<file path="config.mk">
export PLATFORM = sky130hd
export DESIGN_NAME = tkp_queue
export DESIGN_NICKNAME = d
export VERILOG_FILES = /design/src/rtl/core/tkp_pkg.sv /design/src/rtl/core/tkp_queue.sv
export SDC_FILE = /design/constraint.sdc
export NUM_CORES = 1
export LEC_CHECK = 0
export ABC_AREA = 0
export BUFFER_PORTS_ARGS = -buffer_cell sky130_fd_sc_hd__buf_2
export CORE_MARGIN = 1
export CORE_UTILIZATION = 35
export DETAILED_ROUTE_END_ITERATION = 7
export GPL_ROUTABILITY_DRIVEN = 1
export MAX_ROUTING_LAYER = met4
export PLACE_DENSITY = 0.65
export RECOVER_POWER = 50
export SKIP_LAST_GASP = 1
export SYNTH_ARGS = -nofsm -noshare
export SYNTH_HDL_FRONTEND = slang
export SYNTH_SLANG_ARGS = --single-unit
</file>
<file path="constraint.sdc">
create_clock -name clk -period 5.45 [get_ports clk]
set_clock_uncertainty 0.15 [all_clocks]
set_input_delay 0.2725 -clock clk [delete_from_list [all_inputs] [get_ports clk]]
set_output_delay 0.2725 -clock clk [all_outputs]
set_load 0.05 [all_outputs]
</file>
<file path="src/rtl/core/tkp_pkg.sv">
package tkp_pkg;

    localparam int K_MAX_DEFAULT     = 64;
    localparam int VOCAB_MAX_DEFAULT = 65536;
    localparam int QUEUE_DEPTH       = 2;
    localparam int CFG_DATA_W        = 17;
    localparam int CFG_INDEX_W       = 2;

    localparam logic [CFG_INDEX_W-1:0] REG_INV_TEMPERATURE   = 2'd0;
    localparam logic [CFG_INDEX_W-1:0] REG_KEEP_COUNT_LIMIT  = 2'd1;
    localparam logic [CFG_INDEX_W-1:0] REG_NUCLEUS_THRESHOLD = 2'd2;

    localparam logic [15:0] INV_TEMPERATURE_RESET   = 16'd256;
    localparam logic [6:0]  KEEP_COUNT_LIMIT_RESET  = 7'd40;
    localparam logic [16:0] NUCLEUS_THRESHOLD_RESET = 17'd65536;

    localparam logic [24:0] EXP_CUTOFF_DIST = 25'd3072;

    typedef struct packed {
        logic signed [15:0] logit;
        logic               last_logit;
        logic [15:0]        random_fraction;
    } in_item_t;

    typedef struct packed {
        logic [15:0] token_index;
        logic [6:0]  kept_in_nucleus;
    } out_item_t;

    typedef struct packed {
        logic [15:0] inv_temperature;
        logic [6:0]  keep_count_limit;
        logic [16:0] nucleus_threshold;
    } cfg_t;

    typedef struct packed {
        logic signed [15:0] value;
        logic [15:0]        index;
        logic               final_entry;
        logic [15:0]        frac;
    } cand_t;

    typedef struct packed {
        logic front_busy;
        logic queue_busy;
        logic back_busy;
    } status_t;

    function automatic logic [16:0] exp_int(input logic [3:0] n);
        logic [16:0] r;
        case (n)
            4'd0:    r = 17'd65536;
            4'd1:    r = 17'd24109;
            4'd2:    r = 17'd8869;
            4'd3:    r = 17'd3263;
            4'd4:    r = 17'd1200;
            4'd5:    r = 17'd442;
            4'd6:    r = 17'd162;
            4'd7:    r = 17'd60;
            4'd8:    r = 17'd22;
            4'd9:    r = 17'd8;
            4'd10:   r = 17'd3;
            4'd11:   r = 17'd1;
            default: r = 17'd0;
        endcase
        return r;
    endfunction

    function automatic logic [16:0] exp_hi(input logic [3:0] n);
        logic [16:0] r;
        case (n)
            4'd0:    r = 17'd65536;
            4'd1:    r = 17'd61565;
            4'd2:    r = 17'd57835;
            4'd3:    r = 17'd54331;
            4'd4:    r = 17'd51039;
            4'd5:    r = 17'd47947;
            4'd6:    r = 17'd45042;
            4'd7:    r = 17'd42313;
            4'd8:    r = 17'd39750;
            4'd9:    r = 17'd37341;
            4'd10:   r = 17'd35079;
            4'd11:   r = 17'd32954;
            4'd12:   r = 17'd30957;
            4'd13:   r = 17'd29081;
            4'd14:   r = 17'd27319;
            default: r = 17'd25664;
        endcase
        return r;
    endfunction

    function automatic logic [16:0] exp_lo(input logic [3:0] n);
        logic [16:0] r;
        case (n)
            4'd0:    r = 17'd65536;
            4'd1:    r = 17'd65280;
            4'd2:    r = 17'd65026;
            4'd3:    r = 17'd64772;
            4'd4:    r = 17'd64520;
            4'd5:    r = 17'd64268;
            4'd6:    r = 17'd64018;
            4'd7:    r = 17'd63768;
            4'd8:    r = 17'd63520;
            4'd9:    r = 17'd63272;
            4'd10:   r = 17'd63025;
            4'd11:   r = 17'd62780;
            4'd12:   r = 17'd62535;
            4'd13:   r = 17'd62291;
            4'd14:   r = 17'd62048;
            default: r = 17'd61806;
        endcase
        return r;
    endfunction

endpackage

</file>
<file path="src/rtl/core/tkp_queue.sv">
module tkp_queue
    import tkp_pkg::*;
(
    input  logic  clk,
    input  logic  rst_n,
    input  logic  push,
    input  cand_t wdata,
    input  logic  pop,
    output cand_t rdata,
    output logic  full,
    output logic  empty
);

    localparam int PW = $clog2(QUEUE_DEPTH);
    localparam int NW = $clog2(QUEUE_DEPTH + 1);

    cand_t           mem_reg [QUEUE_DEPTH];
    logic [PW-1:0]   wp_reg;
    logic [PW-1:0]   rp_reg;
    logic [NW-1:0]   cnt_reg;

    assign full  = (cnt_reg == NW'(QUEUE_DEPTH));
    assign empty = (cnt_reg == '0);
    assign rdata = mem_reg[rp_reg];

    always_ff @(posedge clk)
    begin
        if (push && !full)
        begin
            mem_reg[wp_reg] <= wdata;
        end
    end

    always_ff @(posedge clk or negedge rst_n)
    begin
        if (!rst_n)
        begin
            wp_reg  <= '0;
            rp_reg  <= '0;
            cnt_reg <= '0;
        end
        else
        begin
            if (push && !full)
            begin
                wp_reg <= (wp_reg == PW'(QUEUE_DEPTH - 1)) ? '0 : wp_reg + 1'b1;
            end
            if (pop && !empty)
            begin
                rp_reg <= (rp_reg == PW'(QUEUE_DEPTH - 1)) ? '0 : rp_reg + 1'b1;
            end
            cnt_reg <= cnt_reg + NW'(push && !full) - NW'(pop && !empty);
        end
    end

endmodule

</file>
# Word level (Yosys, flattened, before mapping)

Memory sizes are Yosys's and may differ from the RTL's.
Index checks and enable logic that the tools add are counted.

Memory bits (writable): 98
Register bits: 4
Input port bits: 53
Memories kept: 1

Memories:

| name    | depth | width | rd ports | clocked after Yosys merged registers in | wr ports | line            | text |
|---|---|---|---|---|---|---|---|
| mem_reg | 2     | 49    | 1        | 0                                       | 1        | tkp_queue.sv:17 | `cand_t mem_reg [QUEUE_DEPTH];` |

Reduce and logical (&&, ||, !) cells: 5
$add $sub $neg: 4
Equal/unequal tests: 1
Muxes and demuxes: 4

Operator list:

| operator            | count |
|---|---|
| $mux 1              | 4 |
| $add 1x1->1 const B | 2 |
| $add 2x1->2         | 1 |
| $eq 2x2->1 const B  | 1 |
| $logic_and 1x1->1   | 2 |
| $logic_not 1->1     | 2 |
| $logic_not 2->1     | 1 |
| $sub 2x1->2         | 1 |

# Longest topological paths before layout

Depth after elaboration: 5
Gate-level depth with buffers: 7
Depth with buffers taken out: 7

# Worst setup path after synthesis

OpenSTA, ideal clock, no wires.

Kind: flip-flop to flip-flop
Start: register cnt_reg[1]
End: memory mem_reg[0][0] in the netlist's numbering, enable pin
Arrival time: 2.652 ns
Required time: 4.844 ns
Stages on the path, launching flop included: 4
Library setup time: 0.456 ns
Setup slack: 2.193 ns
Cells stage by stage: dfrtp_1 -> nand2b_1 -> nand2_1 -> nor2_1

Cells in the longest elaborated chain, start to end: 5

Ends and longest elaborated chain:

| what                         | line            | text |
|---|---|---|
| from (decl)                  | tkp_queue.sv:20 | `logic [NW-1:0] cnt_reg;` |
| from (signal assigned)       | tkp_queue.sv:52 | `cnt_reg <= cnt_reg + NW'(push && !full) - NW'(pop && !empty);` |
| $eq 2x2->1                   | tkp_queue.sv:22 | `assign full = (cnt_reg == NW'(QUEUE_DEPTH));` |
| $logic_not 1->1              | tkp_queue.sv:28 | `if (push && !full)` |
| $logic_and 1x1->1            | tkp_queue.sv:28 |  |
| $mux 1                       | tkp_queue.sv:28 |  |
| $mux 1 (implied by the code) | tkp_queue.sv:30 | `mem_reg[wp_reg] <= wdata;` |
| to (decl)                    | tkp_queue.sv:17 |  |

Every way passes these cells.

# Final worst setup path

Start: register cnt_reg[1]
End: memory mem_reg[1][1] in the netlist's numbering, enable pin

Same word-level chain as after synthesis.

==> impl_metrics.json <==
{
  "status": "finished, violations left",
  "violations_in_the_final_reports": "max-capacitance violations, max-slew violations",
  "syn-cell-area_mm2": 0.00399,
  "grt_pass1_wl_um": 9890,
  "starting_density_of_the_core_pct": 36.3,
  "maximum_number_of_pins_on_one_net_before_global_route_repair": 51,
  "min_path_type": "primary input to async pin",
  "worst-endpoint-arrival_ns": 3.05,
  "initialDrtViolationCount": 59,
  "cts_root_buf": "clkbuf_16",
  "maxClockFrequency_ghz": 0.302,
  "htreeDepth": 3,
  "routed_via_density": 4.31,
  "p_int_w": 0.00194,
  "syn-mean-instance-area_um2": 23.3,
  "via_count": 2052,
  "synthDominantAreaCellType": "edfxtp_1",
  "power.ir.vdd_worst_uv": 500,
  "clock_latency_ns": 0.33,
  "routedWlPerCell_um": 13.3,
  "num-nets-final": 386,
  "drtPass1Iterations": 3,
  "slew_viol_final": 50,
  "die_x_um": 109,
  "fillerInstances": 957,
  "placedCellCount": 410,
  "endpoint_kind": "flop",
  "syn_nets": 226,
  "wirelength_met1_um": 2730,
  "cts_tree": "built",
  "synth_warn": 0,
  "post-route-min-period_ns": 3.32,
  "route.antenna.remaining_nets": 0,
  "clkSlewWorstSetupHoldPaths_ns": 0.06,
  "net_switching_power_w": 0.00124,
  "drive_above_1_share_pct": 39.6,
  "met3RoutedLength_um": 259,
  "grt_pass1_vias": 2136,
  "clock_sinks": 102,
  "largest_register_ffs": 98,
  "reg2reg_from": "cnt_reg[1]",
  "hpwl_um": 3910,
  "fp.dieArea_mm2": 0.0118,
  "hold_viol_final": 0,
  "switching_share_pct": 39.0,
  "mostFrequentLayoutCell": "edfxtp_1",
  "timing.max_cap.violations": 1,
  "number_of_antenna_repair_diodes": 0,
  "share_clk_of_total_power_pct": 20.4,
  "worst_ep_required_time_ns": 5.19,
  "synth.distinct_cells": 14,
  "seqPwrFrac_pct": 38.8,
  "final.period_utilization_pct": 60.8,
  "crit_start_category": "flop",
  "worst_slew_pin_slew_ns": 2.82,
  "synth_top_cell_area_share_pct": 73.8,
  "syn2layout_area_growth_pct": 34.2,
  "routed_wl_um": 6330,
  "total_leakage_power_nw": 2.09,
  "ys_ff_latch": 102,
  "detailroute.wirelength.met2_um": 3200,
  "die_h_um": 109,
  "synthTopCellsByArea": "edfxtp_1, mux2_4, buf_12",
  "cts-resized-gates": 0,
  "rsz0062_at_grt": "false",
  "core_region_mm2": 0.0110,
  "grt_overflow_total": 0,
  "slew_margin_rel_pct": -87.9,
  "antenna_found_initial": 0,
  "setup_viol_count_final": 0,
  "drc": 0,
  "instances_no_fill": 476,
  "totalNegativeSetupSlack_ns": 0,
  "dr.max_layer_used": "met4",
  "layout.cells.most_common_list": "edfxtp_1, buf_2, dlygate4sd3_1, mux2_4, clkbuf_1",
  "power_density_normalized_to_cell_area_mw_per_mm2": 594,
  "worstSetupPathType": "flop to flop",
  "worst_r2r_path_depth": 3,
  "core.rowCount": 38,
  "cts_inserted_buffers": 9,
  "cts-root-to-sink-buffers": 2,
  "power_frac_comb_pct": 40.8,
  "crit_fanout": 49,
  "ioPinCount": 104,
  "rr_endpoint": "mem_reg[1][1]",
  "timing.reg2reg.setup_slack_ns": 2.13,
  "syn_inst": 171,
  "place.gp.congestion": 0.656,
  "buffer_ports.inserted": 103,
  "track_usage_pct": 11.6,
  "synth-seq-area-share_pct": 76.3
}
[routing by layer]
metal  vias up  global-route usage, %
met5         -                      -
met4         0                   6.66
met3        12                   2.69
met2        62                   19.1
met1       996                   13.0
li1        982                      -
[how the worst max path moves through the flow]
stage               startpoint              to  cells after the start
detailed placement      rp_reg       rdata[24]                      2
global placement        rp_reg       rdata[16]                      2
finish              cnt_reg[1]   mem_reg[1][1]                      3
floorplan           cnt_reg[1]   mem_reg[0][0]                      3
global route        cnt_reg[1]  mem_reg[1][37]                      3
CTS                     rp_reg       rdata[24]                      2
[stage by stage]
| step | hold WS (ns) | power [W] | utilization (%) | cell area (µm²) | setup slack, ns |
|---|---|---|---|---|---|
| 2_1_floorplan | -0.173 | 0.00236 | - | 3990 | 2.19 |
| 3_3_place_gp | -0.0710 | 0.00253 | 41.9 | 4600 | 3.39 |
| 3_5_place_dp | -0.0669 | 0.00255 | 41.9 | 4600 | 3.36 |
| 4_1_cts | 0.107 | 0.00323 | 49.2 | 5400 | 2.99 |
| 5_1_grt | 0.159 | 0.00333 | 48.7 | 5350 | 1.81 |
| 6_report | 0.136 | 0.00318 | 48.7 | 5350 | 2.13 |
[cell usage after synthesis]
library cell	n
nor2b_2	1
buf_12	5
ha_1	2
inv_1	2
xor2_1	1
mux2_4	49
nand2_1	1
dfrtp_1	4
buf_6	1
edfxtp_1	98
and3_1	1
nand2b_1	1
nor2_1	2
xnor2_1	3
[cell type report]
cell class / instances / area (µm²) / share of cell area [%]
Tap cell: 140 / 175 / 3.27
Clock inverter: 6 / 76.3 / 1.43
Inverter: 2 / 7.51 / 0.140
Clock buffer: 10 / 229 / 4.28
Timing Repair Buffer: 155 / 982 / 18.3
Multi-Input combinational cell: 61 / 837 / 15.6
Sequential cell: 102 / 3050 / 56.9
[cell families after synthesis]
logic type | Yosys count | synth area share [%]
xor gates and xnor gates | 4 | 0.878
adders and majority gates | 2 | 0.627
buffers and inverters | 8 | 2.98
DFF | 102 | 76.3
and+or+nand+nor | 6 | 0.816
muxes | 49 | 18.4
[repair_timing]
item	CTS	global route
endpoints found under the hold margin	102	0
setup buffers	0	0
hold buffers	50	0
[power by group through the flow]
stage | Sequential (W) | Clock (W) | Combinational [W]
3_3_place_gp | 0.00124 | 0 | 0.00129
4_1_cts | 0.00123 | 0.000671 | 0.00132
2_1_floorplan | 0.00113 | 0 | 0.00123
6_report | 0.00123 | 0.000648 | 0.00130
5_1_grt | 0.00126 | 0.000700 | 0.00137
3_5_place_dp | 0.00125 | 0 | 0.00130
[worst max-delay path: stages (launching register included)]
cell and delay, ns:
dfrtp_1 0.41, nand2b_1 0.12, and3_2 0.18, clkbuf_1 1.99
No activity file was read; power rests on OpenSTA's default activity.
